<file path="src/hdl/edh_pkg.sv">
// ----------------------------------------------------------------------------
// edh_pkg: shared types and constants of the equi-depth histogram builder
// Field widths, configuration register codes, record codes and the saturating
// counter helpers used by the step logic.
// ----------------------------------------------------------------------------
package edh_pkg;

	localparam int KEY_W   = 64;
	localparam int COUNT_W = 32;
	localparam int EXP_W   = 32;
	localparam int PCT_W   = 7;
	localparam int CFG_W   = EXP_W;

	localparam int PCT_SCALE = 100;

	// wide enough for count*100+99, percent product and count sums
	localparam int WIDE_W = ((COUNT_W > EXP_W) ? COUNT_W : EXP_W) + PCT_W + 1;
	localparam int PROD_W = EXP_W + PCT_W;

	localparam logic [EXP_W-1:0] EXP_RESET = EXP_W'(1);
	localparam logic [PCT_W-1:0] PCT_RESET = PCT_W'(50);

	localparam logic FUNC_INSERT = 1'b0;
	localparam logic FUNC_FINISH = 1'b1;

	localparam logic KIND_BUCKET  = 1'b0;
	localparam logic KIND_SUMMARY = 1'b1;

	localparam int QDEPTH = 4;
	localparam int QCNT_W = $clog2(QDEPTH + 1);
	localparam int MAX_RES = 3;

	typedef enum logic [0:0] {
		CFG_EXPECT  = 1'b0,
		CFG_PERCENT = 1'b1
	} cfg_idx_t;

	typedef struct packed {
		logic             func;
		logic             key_is_null;
		logic [KEY_W-1:0] key;
	} key_word_t;

	typedef struct packed {
		logic               kind;
		logic [KEY_W-1:0]   first_key;
		logic [KEY_W-1:0]   final_key;
		logic [COUNT_W-1:0] bucket_distinct;
		logic [COUNT_W-1:0] bucket_rows;
		logic [COUNT_W-1:0] total_distinct;
		logic [COUNT_W-1:0] null_rows;
		logic               last;
	} rec_word_t;

	typedef struct packed {
		logic [1:0]                 n;
		rec_word_t [MAX_RES-1:0]    res;
	} push_t;

	typedef struct packed {
		logic [KEY_W-1:0]   pend_key;
		logic [COUNT_W-1:0] pend_cnt;
		logic               open;
		logic [KEY_W-1:0]   open_first;
		logic [KEY_W-1:0]   open_final;
		logic [COUNT_W-1:0] open_dist;
		logic [COUNT_W-1:0] open_rows;
		logic [COUNT_W-1:0] dist_total;
		logic [COUNT_W-1:0] null_total;
	} hist_state_t;

	function automatic logic [COUNT_W-1:0] sat_inc(input logic [COUNT_W-1:0] a);
		return (a == {COUNT_W{1'b1}}) ? a : a + COUNT_W'(1);
	endfunction

	function automatic logic [COUNT_W-1:0] sat_add(input logic [COUNT_W-1:0] a,
	                                               input logic [COUNT_W-1:0] b);
		logic [COUNT_W:0] s;
		s = {1'b0, a} + {1'b0, b};
		return s[COUNT_W] ? {COUNT_W{1'b1}} : s[COUNT_W-1:0];
	endfunction

endpackage

</file>
<file path="src/hdl/edh_step.sv">
// ----------------------------------------------------------------------------
// edh_step: input register, histogram state and per-word update
// Holds the pending run, the open bucket and stream totals; each fired word
// updates them and hands up to three records to the queue.
// ----------------------------------------------------------------------------
module edh_step (
	input  logic                    clk,
	input  logic                    arst_n,
	input  logic                    cfg_wr,
	input  edh_pkg::cfg_idx_t       cfg_idx,
	input  logic [edh_pkg::CFG_W-1:0] cfg_data,
	input  logic                    key_valid,
	output logic                    key_stall,
	input  edh_pkg::key_word_t      key_word,
	input  logic                    room,
	output logic                    push_valid,
	output edh_pkg::push_t          push
);

	logic [edh_pkg::EXP_W-1:0]  expect_q;
	logic [edh_pkg::PCT_W-1:0]  pct_q;
	logic [edh_pkg::PROD_W-1:0] prod_q;

	logic               valid_s1;
	edh_pkg::key_word_t word_s1;
	logic               fire;

	edh_pkg::hist_state_t st_q;
	edh_pkg::hist_state_t nxt;

	logic [edh_pkg::WIDE_W-1:0] cnt_sc;
	logic [edh_pkg::WIDE_W-1:0] rows_sc;
	logic [edh_pkg::WIDE_W-1:0] run_sum;
	logic                       split;
	logic                       fv_do;
	edh_pkg::rec_word_t         rec_a;
	edh_pkg::rec_word_t         rec_b;
	edh_pkg::rec_word_t         rec_c;

	always_ff @(posedge clk or negedge arst_n) begin
		if (!arst_n) begin
			expect_q <= edh_pkg::EXP_RESET;
			pct_q    <= edh_pkg::PCT_RESET;
			prod_q   <= edh_pkg::PROD_W'(edh_pkg::EXP_RESET) *
			            edh_pkg::PROD_W'(edh_pkg::PCT_RESET);
		end else begin
			if (cfg_wr) begin
				unique case (cfg_idx)
					edh_pkg::CFG_EXPECT:  expect_q <= cfg_data[edh_pkg::EXP_W-1:0];
					edh_pkg::CFG_PERCENT: pct_q    <= cfg_data[edh_pkg::PCT_W-1:0];
					default:              ;
				endcase
			end
			prod_q <= edh_pkg::PROD_W'(expect_q) * edh_pkg::PROD_W'(pct_q);
		end
	end

	assign fire      = valid_s1 && room;
	assign key_stall = valid_s1 && !room;

	always_ff @(posedge clk or negedge arst_n) begin
		if (!arst_n) begin
			valid_s1 <= 1'b0;
		end else if (key_valid && !key_stall) begin
			valid_s1 <= 1'b1;
		end else if (fire) begin
			valid_s1 <= 1'b0;
		end
	end

	always_ff @(posedge clk) begin
		if (key_valid && !key_stall) begin
			word_s1 <= key_word;
		end
	end

	// cnt >= floor(prod/100)  <=>  cnt*100 + 99 >= prod
	assign cnt_sc  = edh_pkg::WIDE_W'(st_q.pend_cnt) * edh_pkg::WIDE_W'(edh_pkg::PCT_SCALE)
	               + edh_pkg::WIDE_W'(edh_pkg::PCT_SCALE - 1);
	assign rows_sc = edh_pkg::WIDE_W'(st_q.open_rows) * edh_pkg::WIDE_W'(edh_pkg::PCT_SCALE)
	               + edh_pkg::WIDE_W'(edh_pkg::PCT_SCALE - 1);
	assign run_sum = edh_pkg::WIDE_W'(st_q.pend_cnt) + edh_pkg::WIDE_W'(st_q.open_rows);
	assign split   = st_q.open && (cnt_sc >= edh_pkg::WIDE_W'(prod_q)
	                 || rows_sc >= edh_pkg::WIDE_W'(prod_q)
	                 || run_sum >= edh_pkg::WIDE_W'(expect_q));

	always_comb begin
		nxt   = st_q;
		fv_do = 1'b0;
		rec_a = '0;
		rec_b = '0;
		rec_c = '0;
		push  = '0;

		rec_a.kind            = edh_pkg::KIND_BUCKET;
		rec_a.first_key       = st_q.open_first;
		rec_a.final_key       = st_q.open_final;
		rec_a.bucket_distinct = st_q.open_dist;
		rec_a.bucket_rows     = st_q.open_rows;

		if (word_s1.func == edh_pkg::FUNC_INSERT) begin
			if (word_s1.key_is_null) begin
				nxt.null_total = edh_pkg::sat_inc(st_q.null_total);
			end else if (st_q.pend_cnt == '0) begin
				nxt.pend_key = word_s1.key;
				nxt.pend_cnt = edh_pkg::COUNT_W'(1);
			end else if (word_s1.key == st_q.pend_key) begin
				nxt.pend_cnt = edh_pkg::sat_inc(st_q.pend_cnt);
			end else if (word_s1.key > st_q.pend_key) begin
				fv_do = 1'b1;
			end
		end else begin
			fv_do = (st_q.pend_cnt != '0);
		end

		// close the pending run into the open bucket or a new one
		if (fv_do) begin
			nxt.dist_total = edh_pkg::sat_inc(st_q.dist_total);
			if (!st_q.open || split) begin
				nxt.open       = 1'b1;
				nxt.open_first = st_q.pend_key;
				nxt.open_final = st_q.pend_key;
				nxt.open_dist  = edh_pkg::COUNT_W'(1);
				nxt.open_rows  = st_q.pend_cnt;
			end else begin
				nxt.open_final = st_q.pend_key;
				nxt.open_dist  = edh_pkg::sat_inc(st_q.open_dist);
				nxt.open_rows  = edh_pkg::sat_add(st_q.open_rows, st_q.pend_cnt);
			end
		end

		if (word_s1.func == edh_pkg::FUNC_INSERT) begin
			if (fv_do) begin
				nxt.pend_key = word_s1.key;
				nxt.pend_cnt = edh_pkg::COUNT_W'(1);
			end
			rec_a.last  = 1'b1;
			push.res[0] = rec_a;
			push.n      = {1'b0, fv_do && split};
		end else begin
			rec_b.kind            = edh_pkg::KIND_BUCKET;
			rec_b.first_key       = nxt.open_first;
			rec_b.final_key       = nxt.open_final;
			rec_b.bucket_distinct = nxt.open_dist;
			rec_b.bucket_rows     = nxt.open_rows;
			rec_c.kind            = edh_pkg::KIND_SUMMARY;
			rec_c.total_distinct  = nxt.dist_total;
			rec_c.null_rows       = nxt.null_total;
			rec_c.last            = 1'b1;
			if (fv_do && split) begin
				push.res[0] = rec_a;
				push.res[1] = rec_b;
				push.res[2] = rec_c;
				push.n      = 2'd3;
			end else if (nxt.open) begin
				push.res[0] = rec_b;
				push.res[1] = rec_c;
				push.n      = 2'd2;
			end else begin
				push.res[0] = rec_c;
				push.n      = 2'd1;
			end
			nxt = '0;
		end
	end

	assign push_valid = fire;

	always_ff @(posedge clk or negedge arst_n) begin
		if (!arst_n) begin
			st_q <= '0;
		end else if (fire) begin
			st_q <= nxt;
		end
	end

endmodule

</file>
<file path="src/hdl/edh_outq.sv">
// ----------------------------------------------------------------------------
// edh_outq: record queue toward the output channel
// Shift queue of four records; takes up to three records a cycle while it
// signals room, and presents the head record as the output word.
// ----------------------------------------------------------------------------
module edh_outq (
	input  logic               clk,
	input  logic               arst_n,
	input  logic               push_valid,
	input  edh_pkg::push_t     push,
	output logic               room,
	output logic               rec_valid,
	input  logic               rec_stall,
	output edh_pkg::rec_word_t rec_word
);

	edh_pkg::rec_word_t [edh_pkg::QDEPTH-1:0] q_q;
	edh_pkg::rec_word_t [edh_pkg::QDEPTH-1:0] q_nxt;
	logic [edh_pkg::QCNT_W-1:0] count_q;
	logic [edh_pkg::QCNT_W-1:0] base;
	logic [edh_pkg::QCNT_W-1:0] n_in;
	logic                       pop;

	assign pop       = (count_q != '0) && !rec_stall;
	assign base      = count_q - edh_pkg::QCNT_W'(pop);
	assign n_in      = push_valid ? edh_pkg::QCNT_W'(push.n) : '0;
	assign room      = (count_q <= edh_pkg::QCNT_W'(edh_pkg::QDEPTH - edh_pkg::MAX_RES));
	assign rec_valid = (count_q != '0);
	assign rec_word  = q_q[0];

	always_comb begin
		logic [edh_pkg::QCNT_W-1:0] off;
		for (int i = 0; i < edh_pkg::QDEPTH; i++) begin
			off = edh_pkg::QCNT_W'(i) - base;
			q_nxt[i] = q_q[i];
			if (edh_pkg::QCNT_W'(i) < base) begin
				if (pop && i < edh_pkg::QDEPTH - 1) begin
					q_nxt[i] = q_q[(i < edh_pkg::QDEPTH - 1) ? i + 1 : i];
				end
			end else if (off < n_in) begin
				q_nxt[i] = push.res[off[1:0]];
			end
		end
	end

	always_ff @(posedge clk) begin
		q_q <= q_nxt;
	end

	always_ff @(posedge clk or negedge arst_n) begin
		if (!arst_n) begin
			count_q <= '0;
		end else begin
			count_q <= base + n_in;
		end
	end

endmodule

</file>
<file path="src/hdl/equi_depth_histogram_builder_top.sv">
// ----------------------------------------------------------------------------
// equi_depth_histogram_builder_top: equi-depth histogram over a sorted stream
// Run-length counts sorted keys into buckets and emits bucket and summary
// records.
// ----------------------------------------------------------------------------
// Usage:
//   Key channel (key_valid/key_stall/key_word): one word per row, or a finish
//   word that flushes the pending key, the last bucket and a summary record.
//   Record channel (rec_valid/rec_stall/rec_word): bucket records, then the
//   summary on finish; last marks the final record caused by a word.
//   Config port: cfg_wr with cfg_idx/cfg_data sets the target bucket size and
//   split percent; write only while the block is idle.
//   A taken key word waits in the step stage until the record queue has room.
//   Throughput: one key word per cycle while the queue has room; the state
//   update is done in the step stage. A finish word makes up to three
//   records, which the four-entry record queue drains one per cycle while the
//   receiver does not stall, holding off new words meanwhile.
//   Reset clears all histogram state, empties the queue and restores the
//   target size to one and the split percent to fifty.
//   A stalled receiver holds the head record; once the queue has more than
//   one record waiting, key_stall rises while a key word is held in the step stage.
// ----------------------------------------------------------------------------
module equi_depth_histogram_builder_top (
	input  logic                      clk,
	input  logic                      arst_n,
	input  logic                      cfg_wr,
	input  edh_pkg::cfg_idx_t         cfg_idx,
	input  logic [edh_pkg::CFG_W-1:0] cfg_data,
	input  logic                      key_valid,
	output logic                      key_stall,
	input  edh_pkg::key_word_t        key_word,
	output logic                      rec_valid,
	input  logic                      rec_stall,
	output edh_pkg::rec_word_t        rec_word
);

	logic           room;
	logic           push_valid;
	edh_pkg::push_t push;

	edh_step u_step (
		.clk        (clk),
		.arst_n     (arst_n),
		.cfg_wr     (cfg_wr),
		.cfg_idx    (cfg_idx),
		.cfg_data   (cfg_data),
		.key_valid  (key_valid),
		.key_stall  (key_stall),
		.key_word   (key_word),
		.room       (room),
		.push_valid (push_valid),
		.push       (push)
	);

	edh_outq u_outq (
		.clk        (clk),
		.arst_n     (arst_n),
		.push_valid (push_valid),
		.push       (push),
		.room       (room),
		.rec_valid  (rec_valid),
		.rec_stall  (rec_stall),
		.rec_word   (rec_word)
	);

endmodule

</file>
<file path="config.mk">
export PLATFORM = sky130hd
export DESIGN_NAME = equi_depth_histogram_builder_top
export DESIGN_NICKNAME = d
export VERILOG_FILES = /design/src/hdl/edh_pkg.sv /design/src/hdl/edh_step.sv /design/src/hdl/edh_outq.sv /design/src/hdl/equi_depth_histogram_builder_top.sv
export SDC_FILE = /design/constraint.sdc
export NUM_CORES = 2
export LEC_CHECK = 0
export ABC_AREA = 1
export BUFFER_PORTS_ARGS = -buffer_cell sky130_fd_sc_hd__clkbuf_2
export CAP_MARGIN = 20
export CORE_AREA = 2 2 547 549
export CTS_CLUSTER_DIAMETER = 80
export DETAILED_ROUTE_END_ITERATION = 8
export DIE_AREA = 0 0 549 551
export HOLD_SLACK_MARGIN = 0.03
export PLACE_DENSITY = 0.49
export SETUP_SLACK_MARGIN = 0.2
export SYNTH_ARGS = -nofsm -noshare
export SYNTH_HDL_FRONTEND = slang
export SYNTH_SLANG_ARGS = --single-unit
</file>
<file path="constraint.sdc">
create_clock -name clk -period 54.2 [get_ports clk]
set_input_delay 5.42 -clock clk [delete_from_list [all_inputs] [get_ports clk]]
set_output_delay 5.42 -clock clk [all_outputs]
set_load 0.02 [all_outputs]
</file>
==> flow_metrics.tcl <==
set metrics [dict create \
    ys_types 57 \
    cp-end-kind "register" \
    leakage_nw 49.1 \
    via_per_inst 5.10 \
    drc_errors 0 \
    fin_crit_ns 10.71 \
    die_h_um 551 \
    fp-row-count 200 \
    critical_path_class "input pin to register" \
    period_share_pct 19.8 \
    grt_antenna_before_repair 17 \
    grt_pass1_vias 80100 \
    cts_tree "yes" \
    slew_headroom_pct 19.7 \
    place.port_buffers 363 \
    synth_top_cell_by_area "edfxtp_1" \
    setup.worst_path.start_class "input pin" \
    slew_viol_final 0 \
    synthTopCellsByCount "nand2_1 (4042), nand3_1 (1303), inv_1 (1172)" \
    fmax_mhz 93.3 \
    routed_wl_um 333000 \
    finalInstanceArea_um2 107000 \
    multi_input_area_um2 45000 \
    dpl_cell_area_um2 101000 \
    outcome "finished clean" \
    hold_viol_final 0 \
    drv_cap 0 \
    fin_skew_ns 0.0880 \
    final-seq-area_um2 43900 \
    avgSynthCellArea_um2 8.18 \
    synth_edf_count 1098 \
    area_growth_pct 10.2 \
    seq_area_frac_synth_pct 45.1 \
    synthCells 11900 \
    clk_pin_slew_worst_paths_ns 0.06 \
    synth_top_area_share_pct 33.9 \
    power_mw 7.94 \
    postCtsHoldBufs 0 \
    grt.overflow.total 0 \
    root_buffer "clkbuf_16" \
    powerDensity_nw_per_um2 74.1 \
    nets 12500 \
    ctsResizeCount 0 \
    postCtsSetupBuffers 0 \
    crit_required_ns 54.69 \
    fillers 30700 \
    ys_top_cells_by_area "edfxtp_1 (34%), nand2_1 (16%), dfrtp_1 (11%)" \
    grt_max_degree 146 \
    initial_core_util_pct 32.8 \
    layout-drive-gt1-share_pct 6.99 \
    hold_class "register to register" \
    holdWs_ns 0.487 \
    synthesis.area_um2 97300 \
    clock_latency_ns 0.89 \
    first_pass_iters 6 \
    die-width_um 549 \
    crit_fanout 134 \
    core_um2 296000 \
    grt_pass1_wl_um 503000 \
    async_reset_ff_share_pct 28.4 \
    yosys_warnings 0 \
    dp_hpwl_um 224000 \
    grt_setup_unrepaired "no" \
    grt.total_usage_pct 21.6 \
    tightest_slew_ns 1.20 \
    vias 80800 \
    peakVddDrop_mv 0.161 \
    fin_tns_setup_ns 0 \
    num_io_pins 364 \
    synth_most_common_cell "nand2_1" \
    gp_congestion 0.941 \
    synth_ff_type "edfxtp_1" \
    drt_iter0_drc 6938 \
    cts_buffer_depth 4 \
    wire_per_inst_um 21.0 \
    die_area_um2 302000 \
    worst_ep_arrival_time_ns 11.20 \
    htreeDepth 4 \
    ys_seq_elements 1533 \
    ant_nets 0 \
    synth_nets 12700 \
    clkSinkCount 1533 \
    cts_buffers 189 \
    finalSetupViolCount 0 \
]
power breakdown:
part           switching, mW  total (mW)  internal [mW]
Combinational           3.10        4.22           1.12
Sequential             0.290        2.44           2.15
Clock                  0.539        1.28          0.740
area by class of cell:
class                      count  share of cell area (%)
antenna                        4                 0.00934
sequential                  1533                    40.9
inverter                    1189                    4.20
clock buffer                 257                    4.94
multi-input combinational   8363                    41.9
tap                         3939                    4.60
clock inverter                93                   0.815
timing repair buffer         459                    2.60
placed cells by master (no fill, tap or decap), types with 8 or more instances in the layout:
| cell | netlist | final |
|---|---|---|
| o21ai_1 | 147 | 147 |
| clkbuf_2 | 0 | 362 |
| and2_1 | 8 | 8 |
| inv_6 | 0 | 9 |
| buf_4 | 273 | 80 |
| clkbuf_1 | 413 | 44 |
| clkinv_1 | 4 | 25 |
| a21oi_1 | 256 | 256 |
| nand4_1 | 87 | 87 |
| nor2_4 | 4 | 11 |
| inv_1 | 1172 | 1170 |
| clkinv_2 | 0 | 39 |
| a22o_1 | 128 | 128 |
| xor2_1 | 166 | 166 |
| nor4_1 | 34 | 34 |
| xnor2_1 | 49 | 49 |
| or2_2 | 12 | 12 |
| edfxtp_1 | 1098 | 1098 |
| clkbuf_8 | 0 | 18 |
| nand2_1 | 4042 | 4039 |
| dfrtp_1 | 428 | 428 |
| nand3_1 | 1303 | 1303 |
| o211ai_1 | 8 | 8 |
| inv_2 | 13 | 9 |
| clkbuf_16 | 0 | 195 |
| ha_1 | 495 | 493 |
| fa_1 | 205 | 205 |
| o21bai_1 | 11 | 11 |
| buf_12 | 0 | 11 |
| nor2_1 | 657 | 647 |
| o22ai_1 | 67 | 65 |
| bufinv_16 | 0 | 11 |
| nand3b_1 | 42 | 42 |
| o21ai_0 | 457 | 456 |
| nor3_1 | 96 | 96 |
| o21a_1 | 11 | 11 |
| a31oi_1 | 9 | 9 |
| a21o_1 | 10 | 10 |
sequential cells by signal (all words and copies together), names as in the netlist:
register	cells
u_outq.q_q	774
u_step.st_q	161
u_step.rec_a	192
u_step.valid_s1	1
u_step.expect_q	32
u_step.word_s1	66
u_outq.rec_word	258
u_outq.count_q	3
u_step.pct_q	7
u_step.prod_q	39
cells by family after synthesis:
| group | share of synthesized area, % |
|---|---|
| and+or+nand+nor | 26.9 |
| buffers and inverters | 8.92 |
| xor gates and xnor gates | 1.97 |
| DFF | 45.1 |
| adders and majority gates | 10.6 |
| AOI/OAI and AO/OA | 6.60 |
worst paths after layout:
kind	endpoint	cells past startpoint	startpoint	slack, ns
setup / recovery	u_outq.q_q[748]	15	rec_stall	43.49
hold / removal	u_outq.rec_word[119]	2	u_outq.q_q[377]	0.49
setup reg to reg	u_outq.rec_word[108]	44	u_step.st_q[262]	43.69
hold reg to reg	u_outq.rec_word[119]	2	u_outq.q_q[377]	0.49
max in group asynchronous	u_step.rec_a[232]	3	arst_n	47.23
min in group asynchronous	u_step.st_q[48]	1	arst_n	4.66
metrics by stage:
stage / std cells / setup slack, ns / utilization (%)
6_report: 15800 / 43.49 / 36.2
5_1_grt: 15800 / 42.83 / 36.2
4_1_cts: 15800 / 43.32 / 36.1
3_5_place_dp: 15500 / 42.40 / 34.1
3_3_place_gp: 15500 / 42.43 / 34.0
2_1_floorplan: 11900 / 27.24 / -
critical path: stages:
cell and delay (ns):
clkbuf_2 0.16, a21oi_1 0.10, ha_4 0.20, ha_4 0.15, xnor2_1 0.49, ha_1 0.61
inv_8 0.44, nand2_1 0.44, inv_8 0.33, nor2_1 0.21, o21ai_0 0.18, o22ai_4 0.20
buf_4 0.59, buf_4 0.80, buf_4 0.77
per-layer routing:
layer | GRT usage, % | share of wire (%) | routed length [um]
met1 | 29.6 | 45 | 150000
met2 | 35.5 | 46 | 153000
met3 | 2.74 | 5.6 | 18700
met4 | 6.75 | 3.2 | 10800
met5 | 0 | 0 | 0
(Power assumes the default switching activity.)
